## src/sv/sssr_pkg.sv

```systemverilog
`default_nettype none
package sssr_pkg;

  localparam int unsigned GainW   = 24;
  localparam int unsigned RawW    = 16;
  localparam int unsigned ProdW   = GainW + RawW;
  localparam int unsigned TargetW = 5;
  localparam int unsigned ErrW    = ProdW + 2;
  localparam int unsigned SpW     = 16;
  localparam int unsigned StepW   = 11;

  localparam logic [GainW-1:0] GAIN_RESET = 24'd65536;
  localparam logic [7:0]       LEAD_BYTE  = 8'h3E;

  localparam logic [7:0] CODE_RESET = 8'h46;  // 'F'
  localparam logic [7:0] CODE_T3    = 8'h45;  // 'E'
  localparam logic [7:0] CODE_T6    = 8'h44;  // 'D'
  localparam logic [7:0] CODE_T9    = 8'h42;  // 'B'
  localparam logic [7:0] CODE_T12   = 8'h37;  // '7'
  localparam logic [7:0] CODE_T15   = 8'h33;  // '3'
  localparam logic [7:0] CODE_T20   = 8'h43;  // 'C'

  localparam logic [SpW-1:0] SP_MAX   = 16'd48000;
  localparam logic [SpW-1:0] SP_RESET = 16'd16000;

  // Band edges on the Q16 error; fractional edges rounded away from zero.
  localparam logic signed [ErrW-1:0] EDGE_UP3 = 42'sd589824;
  localparam logic signed [ErrW-1:0] EDGE_UP2 = 42'sd196608;
  localparam logic signed [ErrW-1:0] EDGE_UP1 = 42'sd52429;
  localparam logic signed [ErrW-1:0] EDGE_UP0 = 42'sd32768;
  localparam logic signed [ErrW-1:0] EDGE_DN3 = -42'sd589824;
  localparam logic signed [ErrW-1:0] EDGE_DN2 = -42'sd196608;
  localparam logic signed [ErrW-1:0] EDGE_DN1 = -42'sd52429;
  localparam logic signed [ErrW-1:0] EDGE_DN0 = -42'sd32768;

  localparam logic [StepW-1:0] STEP_UP3 = 11'd1000;
  localparam logic [StepW-1:0] STEP_UP2 = 11'd500;
  localparam logic [StepW-1:0] STEP_UP1 = 11'd100;
  localparam logic [StepW-1:0] STEP_UP0 = 11'd25;
  localparam logic [StepW-1:0] STEP_DN3 = 11'd1000;
  localparam logic [StepW-1:0] STEP_DN2 = 11'd250;
  localparam logic [StepW-1:0] STEP_DN1 = 11'd50;
  localparam logic [StepW-1:0] STEP_DN0 = 11'd25;

  typedef enum logic {
    KIND_ADJUST = 1'b0,
    KIND_RESET  = 1'b1
  } kind_e;

  typedef struct packed {
    kind_e              kind;
    logic [TargetW-1:0] target;
    logic [ProdW-1:0]   measured;
  } cmd_t;

  function automatic logic [TargetW-1:0] target_for_code(input logic [7:0] code);
    logic [TargetW-1:0] t;
    case (code)
      CODE_T3:  t = 5'd3;
      CODE_T6:  t = 5'd6;
      CODE_T9:  t = 5'd9;
      CODE_T12: t = 5'd12;
      CODE_T15: t = 5'd15;
      CODE_T20: t = 5'd20;
      default:  t = '0;
    endcase
    return t;
  endfunction

endpackage
`default_nettype wire

```

## src/sv/sssr_front.sv

```systemverilog
`default_nettype none
module sssr_front import sssr_pkg::*; (
  input  wire logic [7:0]       lead_byte_i,
  input  wire logic [7:0]       speed_code_i,
  input  wire logic [RawW-1:0]  measured_raw_i,
  input  wire logic [GainW-1:0] speed_gain_i,
  input  wire logic             accept_i,
  output logic                  push_o,
  output cmd_t                  cmd_o
);

  logic [TargetW-1:0] target;
  logic               is_reset;

  always_comb begin
    target   = target_for_code(speed_code_i);
    is_reset = (speed_code_i == CODE_RESET);
    // Drop frames with a wrong lead byte or a code that selects nothing.
    push_o   = accept_i && (lead_byte_i == LEAD_BYTE) && (is_reset || (target != '0));
    cmd_o.kind     = is_reset ? KIND_RESET : KIND_ADJUST;
    cmd_o.target   = target;
    cmd_o.measured = ProdW'(measured_raw_i) * ProdW'(speed_gain_i);
  end

endmodule
`default_nettype wire

```

## src/sv/sssr_fifo.sv

```systemverilog
`default_nettype none
module sssr_fifo import sssr_pkg::*; #(
  parameter int unsigned Depth = 2
) (
  input  wire logic clk_i,
  input  wire logic rst_ni,
  input  wire logic push_i,
  input  wire cmd_t push_data_i,
  output logic      full_o,
  input  wire logic pop_i,
  output logic      valid_o,
  output cmd_t      pop_data_o
);

  localparam int unsigned PtrW = (Depth > 1) ? $clog2(Depth) : 1;
  localparam int unsigned CntW = $clog2(Depth + 1);
  localparam logic [PtrW-1:0] PtrLast = PtrW'(Depth - 1);
  localparam logic [CntW-1:0] CntFull = CntW'(Depth);

  cmd_t            entry_q [Depth];
  logic [PtrW-1:0] wr_ptr_q, wr_ptr_d, rd_ptr_q, rd_ptr_d;
  logic [CntW-1:0] count_q, count_d;

  assign full_o     = (count_q == CntFull);
  assign valid_o    = (count_q != '0);
  assign pop_data_o = entry_q[rd_ptr_q];

  always_comb begin
    wr_ptr_d = wr_ptr_q;
    rd_ptr_d = rd_ptr_q;
    count_d  = count_q;
    if (push_i) begin
      wr_ptr_d = (wr_ptr_q == PtrLast) ? '0 : wr_ptr_q + 1'b1;
    end
    if (pop_i) begin
      rd_ptr_d = (rd_ptr_q == PtrLast) ? '0 : rd_ptr_q + 1'b1;
    end
    if (push_i && !pop_i) begin
      count_d = count_q + 1'b1;
    end else if (!push_i && pop_i) begin
      count_d = count_q - 1'b1;
    end
  end

  always_ff @(posedge clk_i or negedge rst_ni) begin
    if (!rst_ni) begin
      wr_ptr_q <= '0;
      rd_ptr_q <= '0;
      count_q  <= '0;
    end else begin
      wr_ptr_q <= wr_ptr_d;
      rd_ptr_q <= rd_ptr_d;
      count_q  <= count_d;
    end
  end

  always_ff @(posedge clk_i) begin
    if (push_i) begin
      entry_q[wr_ptr_q] <= push_data_i;
    end
  end

  a_no_overflow: assert property (@(posedge clk_i) disable iff (!rst_ni)
    push_i |-> (!full_o || pop_i))
    else $error("queue written while full");

  a_no_underflow: assert property (@(posedge clk_i) disable iff (!rst_ni)
    pop_i |-> valid_o)
    else $error("queue read while empty");

endmodule
`default_nettype wire

```

## src/sv/sssr_back.sv

```systemverilog
`default_nettype none
module sssr_back import sssr_pkg::*; (
  input  wire logic           clk_i,
  input  wire logic           rst_ni,
  input  wire logic           cmd_valid_i,
  input  wire cmd_t           cmd_i,
  output logic                pop_o,
  output logic                out_valid_o,
  input  wire logic           out_ready_i,
  output logic [SpW-1:0]      out_setpoint_o
);

  logic [SpW-1:0]          sp_q, sp_d;
  logic                    out_valid_q, out_valid_d;
  logic [SpW-1:0]          out_data_q, out_data_d;
  logic signed [ErrW-1:0]  err;
  logic                    raise, lower;
  logic [StepW-1:0]        step;
  logic [SpW:0]            sum;
  logic [SpW-1:0]          adjusted;

  assign pop_o          = cmd_valid_i && (!out_valid_q || out_ready_i);
  assign out_valid_o    = out_valid_q;
  assign out_setpoint_o = out_data_q;

  always_comb begin
    err = $signed({1'b0, cmd_i.target, 16'b0}) - $signed({2'b00, cmd_i.measured});
    raise = 1'b0;
    lower = 1'b0;
    step  = '0;
    if (err >= EDGE_UP3) begin
      raise = 1'b1; step = STEP_UP3;
    end else if (err >= EDGE_UP2) begin
      raise = 1'b1; step = STEP_UP2;
    end else if (err >= EDGE_UP1) begin
      raise = 1'b1; step = STEP_UP1;
    end else if (err >= EDGE_UP0) begin
      raise = 1'b1; step = STEP_UP0;
    end else if (err <= EDGE_DN3) begin
      lower = 1'b1; step = STEP_DN3;
    end else if (err <= EDGE_DN2) begin
      lower = 1'b1; step = STEP_DN2;
    end else if (err <= EDGE_DN1) begin
      lower = 1'b1; step = STEP_DN1;
    end else if (err <= EDGE_DN0) begin
      lower = 1'b1; step = STEP_DN0;
    end

    sum = {1'b0, sp_q} + (SpW + 1)'(step);
    if (raise) begin
      adjusted = (sum > {1'b0, SP_MAX}) ? SP_MAX : sum[SpW-1:0];
    end else begin
      adjusted = (sp_q < SpW'(step)) ? '0 : sp_q - SpW'(step);
    end

    sp_d        = sp_q;
    out_valid_d = out_valid_q && !out_ready_i;
    out_data_d  = out_data_q;
    if (pop_o) begin
      if (cmd_i.kind == KIND_RESET) begin
        sp_d        = SP_RESET;
        out_valid_d = 1'b1;
        out_data_d  = SP_RESET;
      end else if (raise || lower) begin
        sp_d        = adjusted;
        out_valid_d = 1'b1;
        out_data_d  = adjusted;
      end
    end
  end

  always_ff @(posedge clk_i or negedge rst_ni) begin
    if (!rst_ni) begin
      sp_q        <= SP_RESET;
      out_valid_q <= 1'b0;
    end else begin
      sp_q        <= sp_d;
      out_valid_q <= out_valid_d;
    end
  end

  always_ff @(posedge clk_i) begin
    out_data_q <= out_data_d;
  end

  a_sp_in_range: assert property (@(posedge clk_i) disable iff (!rst_ni)
    sp_q <= SP_MAX)
    else $error("setpoint above limit");

  a_reset_cmd: assert property (@(posedge clk_i) disable iff (!rst_ni)
    (pop_o && cmd_i.kind == KIND_RESET) |=> (out_valid_q && out_data_q == SP_RESET
                                             && sp_q == SP_RESET))
    else $error("reset command did not restore setpoint");

endmodule
`default_nettype wire

```

## src/sv/stepped_speed_setpoint_regulator.sv

```systemverilog
// Stepped speed setpoint regulator. Each stream word on s_axis is one command
// frame (lead byte, speed code, raw speed count). Frames whose lead byte is
// not '>' or whose code selects nothing are dropped silently. Code 'F' puts
// the drive setpoint back to 16000 (1.6) and emits it; a target code compares
// the target speed with raw count times speed_gain (unsigned Q8.16) and steps
// the setpoint by one of eight asymmetric amounts, clamped to 0..48000 in
// units of 0.0001. Errors inside the dead zone (-0.5, +0.5 km/h) leave the
// setpoint as is and emit nothing. The block takes one frame per clock while
// the queue is not full: the front end decodes and multiplies in the accept
// cycle and writes a small command queue; the back end pops one command per
// cycle, while its output register is free or being read, into that register.
// The queue depth (QueueDepth) sets how many frames can be absorbed while
// m_axis is stalled. Write speed_gain only while no frame is in flight.
`default_nettype none
module stepped_speed_setpoint_regulator import sssr_pkg::*; #(
  parameter int unsigned QueueDepth = 2
) (
  input  wire logic              clk_i,
  input  wire logic              rst_ni,
  // speed_gain register write
  input  wire logic              cfg_valid_i,
  output logic                   cfg_ready_o,
  input  wire logic [GainW-1:0]  cfg_data_i,
  // command frames
  input  wire logic              s_axis_tvalid,
  output logic                   s_axis_tready,
  input  wire logic [31:0]       s_axis_tdata,  // [7:0] lead_byte, [15:8] speed_code,
                                                // [31:16] measured_raw
  // setpoint results
  output logic                   m_axis_tvalid,
  input  wire logic              m_axis_tready,
  output logic [15:0]            m_axis_tdata   // [15:0] setpoint
);

  logic [GainW-1:0] gain_q;
  logic             push, pop, q_full, q_valid;
  cmd_t             push_cmd, pop_cmd;

  // Configuration is always accepted.
  assign cfg_ready_o = 1'b1;

  always_ff @(posedge clk_i or negedge rst_ni) begin
    if (!rst_ni) begin
      gain_q <= GAIN_RESET;
    end else if (cfg_valid_i) begin
      gain_q <= cfg_data_i;
    end
  end

  // Hold off new frames only while the queue is full.
  assign s_axis_tready = !q_full;

  sssr_front u_front (
    .lead_byte_i    (s_axis_tdata[7:0]),
    .speed_code_i   (s_axis_tdata[15:8]),
    .measured_raw_i (s_axis_tdata[31:16]),
    .speed_gain_i   (gain_q),
    .accept_i       (s_axis_tvalid && s_axis_tready),
    .push_o         (push),
    .cmd_o          (push_cmd)
  );

  sssr_fifo #(
    .Depth (QueueDepth)
  ) u_fifo (
    .clk_i       (clk_i),
    .rst_ni      (rst_ni),
    .push_i      (push),
    .push_data_i (push_cmd),
    .full_o      (q_full),
    .pop_i       (pop),
    .valid_o     (q_valid),
    .pop_data_o  (pop_cmd)
  );

  sssr_back u_back (
    .clk_i          (clk_i),
    .rst_ni         (rst_ni),
    .cmd_valid_i    (q_valid),
    .cmd_i          (pop_cmd),
    .pop_o          (pop),
    .out_valid_o    (m_axis_tvalid),
    .out_ready_i    (m_axis_tready),
    .out_setpoint_o (m_axis_tdata)
  );

endmodule
`default_nettype wire
```

## config.mk

```make
export PLATFORM = sky130hd
export DESIGN_NAME = stepped_speed_setpoint_regulator
export DESIGN_NICKNAME = d
export VERILOG_FILES = /design/src/sv/sssr_pkg.sv /design/src/sv/sssr_front.sv /design/src/sv/sssr_fifo.sv /design/src/sv/sssr_back.sv /design/src/sv/stepped_speed_setpoint_regulator.sv
export SDC_FILE = /design/constraint.sdc
export NUM_CORES = 1
export LEC_CHECK = 0
export BUFFER_PORTS_ARGS = -buffer_cell sky130_fd_sc_hd__buf_2
export CORE_MARGIN = 4
export CORE_UTILIZATION = 65
export DETAILED_ROUTE_END_ITERATION = 16
export HOLD_SLACK_MARGIN = 0.03
export MAX_ROUTING_LAYER = met4
export PLACE_DENSITY = 0.79
export SYNTH_ARGS = -nofsm -noshare
export SYNTH_HDL_FRONTEND = slang
export SYNTH_SLANG_ARGS = --single-unit
```

## constraint.sdc

```tcl
create_clock -name clk_i -period 11.3 [get_ports clk_i]
set_clock_uncertainty 0.2 [all_clocks]
set_input_delay 0 -clock clk_i [delete_from_list [all_inputs] [get_ports clk_i]]
set_output_delay 0 -clock clk_i [all_outputs]
set_load 0.005 [all_outputs]
```

==> results_dict.tcl, run 1 <==
set metrics [dict create \
    hpwl_mm 41.2 \
    worstSetupStartpoint "u_fifo.rd_ptr_q" \
    die-area_mm2 0.0359 \
    first_pass_iters 6 \
    syn_inst 2250 \
    finalSetupTns_ps 0 \
    rows 66 \
    setup.worst_path.start_class "register" \
    grt_overflow_total 0 \
    multi_input_area_mm2 0.0153 \
    r2r-end "u_back.sp_q[6]" \
    maxCapViolCount 0 \
    final_area_mm2 0.0233 \
    drv_slew 0 \
    worst_ep_required_time_ps 11420 \
    wl_met1_mm 21.8 \
    yosysWarnings 0 \
    path_clk_slew_ps 80 \
    wl_met2_mm 27.1 \
    regToRegSetupSlack_ps 1890 \
    seq_area_mm2 0.00438 \
    fin_crit_sh_pct 83.2 \
    fin_crit_ps 9410 \
    synth-seq-cells 153 \
    diodes 0 \
    grt_pass1_vias 18227 \
    cts.sink_count 153 \
    area_growth_pct 8.84 \
    rsz0062_at_grt "no" \
    io_buffers 78 \
    drive_gt1_share_pct 8.89 \
    antenna_found_initial 0 \
    synth_area_mm2 0.0214 \
    r2r.worst_path.cells 29 \
    synthDistinctLibCells 84 \
    worstPathArrival_ps 9530 \
    stdcell_count 2782 \
    nNetsFinal 2840 \
    track_usage_pct 33.2 \
    hold_viol 0 \
    cp.depth 29 \
    synthesis.nets 2763 \
    yosysSeqAreaShare_pct 20.5 \
    clock.fmax_mhz 106 \
    max_stage_delay_ps 840 \
    min_path_type "input port to async pin" \
    drt_iter0_markers 1426 \
    start_util_pct 65.8 \
    syn_area_per_cell_um2 9.51 \
    cts_resized 0 \
    grt_max_degree 53 \
    routed_wirelength_mm 56.1 \
    place_area_mm2 0.0220 \
    wl_per_cell_um 20.2 \
    gp_congestion 0.944 \
    synth_edf_count 108 \
    crit_fanout 52 \
    fillers 2407 \
    grt_pass1_wl_mm 92.8 \
    vias 16890 \
    clock_path_buffers 2 \
    synth_area_leaders "fa_1, edfxtp_1, ha_1, inv_1, nand2_1" \
    synth_top_area_share_pct 28.8 \
    relSlewSlack_pct 18.1 \
    async_flop_share_pct 29.4 \
    drc 0 \
    dp_cells 2685 \
    rr_startpoint "u_fifo.rd_ptr_q" \
    ys.flop_type "edfxtp_1" \
    setup_viol 0 \
    path_class "register to register" \
    crit_slowest_cell "dfrtp_4" \
    die_h_um 189 \
    coreArea_mm2 0.0325 \
    status "completed" \
    cts_buffers 17 \
    yosysTopAreaCell "fa_1" \
    cp-end-kind "register" \
    crit_buf_inv 3 \
    crit_path_end "u_back.sp_q[6]" \
    ant_nets 0 \
    maxUsedRoutingLayer "met4" \
    wl_met3_mm 5.06 \
    die_w_um 189 \
    root_buffer "clkbuf_16" \
    tightestPinTransition_ps 1230 \
    cpLargestDelayFamily "simple AND/OR/NAND/NOR gates" \
    htree_num_levels 4 \
    via_per_inst 6.07 \
    worst_skew_pair.late_latency_ps 440 \
    pin_count 80 \
    cts_tree "yes" \
]
[how the worst min path moves through the flow]
stage	from	to	slack, ps
6_report	rst_ni	u_back.sp_q[0]	40
5_1_grt	s_axis_tdata[16]	u_fifo.entry_q[0][0]	60
4_1_cts	rst_ni	u_back.sp_q[1]	40
3_5_place_dp	rst_ni	u_fifo.wr_ptr_q	-20
3_3_place_gp	rst_ni	u_fifo.wr_ptr_q	-30
2_1_floorplan	rst_ni	gain_q[0]	-500
[Yosys cell counts, types with 14 or more instances]
| cell type | instances |
|---|---|
| a21oi_1 | 68 |
| fa_1 | 308 |
| inv_1 | 352 |
| mux2i_1 | 45 |
| xor2_1 | 29 |
| dfrtp_1 | 38 |
| a21o_1 | 20 |
| o21a_1 | 14 |
| nand2_1 | 329 |
| ha_1 | 144 |
| nand3_1 | 26 |
| xnor2_1 | 51 |
| nor3_1 | 47 |
| nor4_1 | 22 |
| or2_2 | 15 |
| edfxtp_1 | 108 |
| nand2b_1 | 25 |
| mux2_2 | 44 |
| nor2_1 | 80 |
| clkbuf_1 | 74 |
| o21ai_0 | 43 |
| and2_1 | 120 |
[layout by cell type (no fill, tap or decap), types with 15 or more instances in the layout]
cell type,netlist,layout
or2_2,15,15
xnor2_1,51,51
mux2i_1,45,45
fa_1,308,308
ha_1,144,144
nand3_1,26,26
and2_1,120,119
dfrtp_1,38,37
nand2b_1,25,25
nor2_1,80,80
xor2_1,29,29
a21o_1,20,20
buf_2,6,78
mux2_2,44,44
nor3_1,47,47
nand2_1,329,329
o21ai_0,43,43
edfxtp_1,108,108
clkbuf_16,0,17
nor4_1,22,21
inv_1,352,352
a21oi_1,68,68
dlygate4sd3_1,0,65
[state kept, by name (all words and copies together), names as in the netlist]
signal	flops
u_back.sp_q	16
gain_q	24
u_back.out_valid_o	1
u_fifo.wr_ptr_q	1
u_fifo.entry_q	92
u_back.out_setpoint_o	16
u_fifo.count_q	2
u_fifo.rd_ptr_q	1
[final cells by class]
type / count / area share [%]
Timing Repair Buffer: 149 / 4.66
Sequential cell: 153 / 18.8
Multi-Input combinational cell: 1654 / 65.8
Inverter: 352 / 5.67
Clock inverter: 15 / 0.843
Tap cell: 442 / 2.37
Clock buffer: 17 / 1.83
[cells by family after synthesis]
group | Yosys count | synth area share [%]
adder cells (fa/ha/maj) | 452 | 37.2
AO/OA/AOI/OAI | 276 | 8.84
other | 1 | 0.0175
XOR/XNOR | 80 | 3.27
AND/OR/NAND/NOR | 750 | 17.5
multiplexers | 95 | 4.75
buffers and inverters | 443 | 7.98
flip-flops | 153 | 20.5
[metal layers]
layer	vias to the layer above	global-route usage, %
met5	-	-
met4	0	11.9
met3	196	6.43
met2	899	54.5
met1	8263	41.7
li1	7532	-
[stage by stage]
step | hold slack, ps | setup WS [ps] | util, %
after global placement | -28.3 | 2370 | 67.7
after CTS | 39.6 | 2030 | 71.6
after floorplan | -496 | 1510 | -
after detailed placement | -18.6 | 2110 | 67.7
final | 43.4 | 1890 | 71.6
after global routing | 58.1 | 1070 | 71.6
[worst min-delay path, stage by stage]
cell	delay (ps)
dlygate4sd3_1	530
buf_2	100
buf_4	570
[timing repair]
| item | CTS | global route |
|---|---|---|
| endpoints found under the hold margin | 84 | 0 |
| setup buffers | 0 | 0 |
| hold buffers | 65 | 0 |
Power of run 1 is not shown: default switching activity piles up to over one toggle a cycle in this logic, so the estimate is an artifact.
==> inputs of run 2 (changes only) <==
Settings changed: CORE_UTILIZATION 65 to 59, PLACE_DENSITY 0.79 to 0.76.
Clock period 11.3 ns to 7.93 ns, I/O delays scaled along.
==> run 2 against run 1 <==
Clock-buffer cell count is 5 higher. Critical path depth stayed put. Sequential cell count is the same. Via count rose by 1.4%. First-iteration DRC count down 22%. Critical path type unchanged.
==> results_dict.tcl, run 2 (synthesis results as in run 1) <==
set metrics [dict create \
    place_area_mm2 0.0226 \
    die-area_mm2 0.0394 \
    layout_commonest_cell "inv_1" \
    rr_startpoint "u_fifo.rd_ptr_q" \
    start_util_pct 60.0 \
    setup.worst_path.start_class "register" \
    maxCapViolCount 0 \
    worstPathArrival_ps 8000 \
    largest_register_ffs 92 \
    die_w_um 198 \
    worst_ep_required_time_ps 8110 \
    max_stage_delay_ps 600 \
    path_clk_slew_ps 70 \
    clock_path_buffers 2 \
    largestRegisters "u_fifo.entry_q (92), gain_q (24)" \
    drc 0 \
    drv_slew 0 \
    io_buffers 78 \
    ant_nets 0 \
    status "completed" \
    drive_gt1_share_pct 14.5 \
    vias 17130 \
    rows 69 \
    setup_viol 0 \
    grt_max_degree 47 \
    root_buffer "clkbuf_16" \
    antenna_found_initial 0 \
    area_growth_pct 13.9 \
    crit_slowest_cell "or4_1" \
    min_path_type "input port to async pin" \
    final_area_mm2 0.0244 \
    nNetsFinal 2927 \
    worst_skew_pair.late_latency_ps 460 \
    drt_iter0_markers 1115 \
    routed_wirelength_mm 57.6 \
    grt_pass1_wl_mm 93.7 \
    fin_crit_sh_pct 98.5 \
    cp-end-kind "register" \
    first_pass_iters 8 \
    cts_buffers 17 \
    clock.fmax_mhz 128 \
    coreArea_mm2 0.0357 \
    tightestPinTransition_ps 1160 \
    htree_num_levels 4 \
    utilization_pct 68.4 \
    path_class "register to register" \
    fin_crit_ps 7810 \
    grt_overflow_total 0 \
    final_cell_mix "inv_1, nand2_1, fa_1" \
    die_h_um 198 \
    track_usage_pct 30.8 \
    relSlewSlack_pct 22.3 \
    rsz0062_at_grt "yes" \
    finalSetupTns_ps 0 \
    hold_slack_ps 46.4 \
    cts_tree "yes" \
    regMostFlops "u_fifo.entry_q" \
    pin_count 80 \
    grt_pass1_vias 18098 \
    via_per_inst 5.93 \
    gp_congestion 0.955 \
    hold_viol 0 \
    worstSetupStartpoint "u_fifo.rd_ptr_q" \
    crit_fanout 9 \
    hpwl_mm 42.5 \
    wl_per_cell_um 19.9 \
    diodes 0 \
    cts.sink_count 153 \
]
[run 2: cell types whose count changed in the layout (fill, tap and decap cells not counted), sizes merged, moves of 2 or more]
cell and change:
inv -8, clkbuf +6, clkinvlp -2, buf +87, clkinv +6
[run 2: final timing paths]
path / endpoint / slack, ps / cells past startpoint
max: u_back.sp_q[11] / 120 / 29
min: u_fifo.rd_ptr_q / 50 / 3
max reg2reg: u_back.sp_q[11] / 120 / 29
min reg2reg: u_fifo.count_q[1] / 290 / 1
max in group asynchronous: gain_q[2] / 6910 / 3
min in group clk_i: u_fifo.entry_q[0][40] / 70 / 5
[run 2: layer usage]
layer | global-route usage (%) | wire length, um | up-vias
met5 | - | 0 | -
met1 | 40.1 | 23400 | 8468
met4 | 9.57 | 1900 | 0
li1 | - | - | 7694
met3 | 5.79 | 4710 | 185
met2 | 49.6 | 27600 | 783
[run 2: what timing repair did]
item                                    in CTS  in global routing
hold buffers                                64                  0
hold endpoints to repair                    85                  0
endpoints found under the setup margin      14                 33
cloned                                       0                  1
gates resized for setup                      5                 66
pin swaps                                    1                 10
buffers inserted                             5                 27
[run 2: critical path: cells and delay by family (launching register included)]
family / cells / cell delay (ps)
compound gates: 9 / 1950
fa+ha+maj: 3 / 910
buf+inv: 4 / 460
flops: 1 / 510
mux: 2 / 540
simple gates: 11 / 3160
[run 2: metrics by stage]
stage	instances	worst slack [ps]
3_3_place_gp	2760	121
3_5_place_dp	2760	-98.4
6_report	2888	117
5_1_grt	2888	-214
4_1_cts	2861	25.4
2_1_floorplan	2250	-68.1
[run 2: layout make-up]
class,instances,area (um2)
clock buffer,22,464
clock inverter,10,95.1
fill,2719,11300
inverter,352,1320
multi-input combinational,1654,15700
sequential,153,4390
tap,461,577
timing repair buffer,236,1810
Power of run 2 is left out for the same reason.
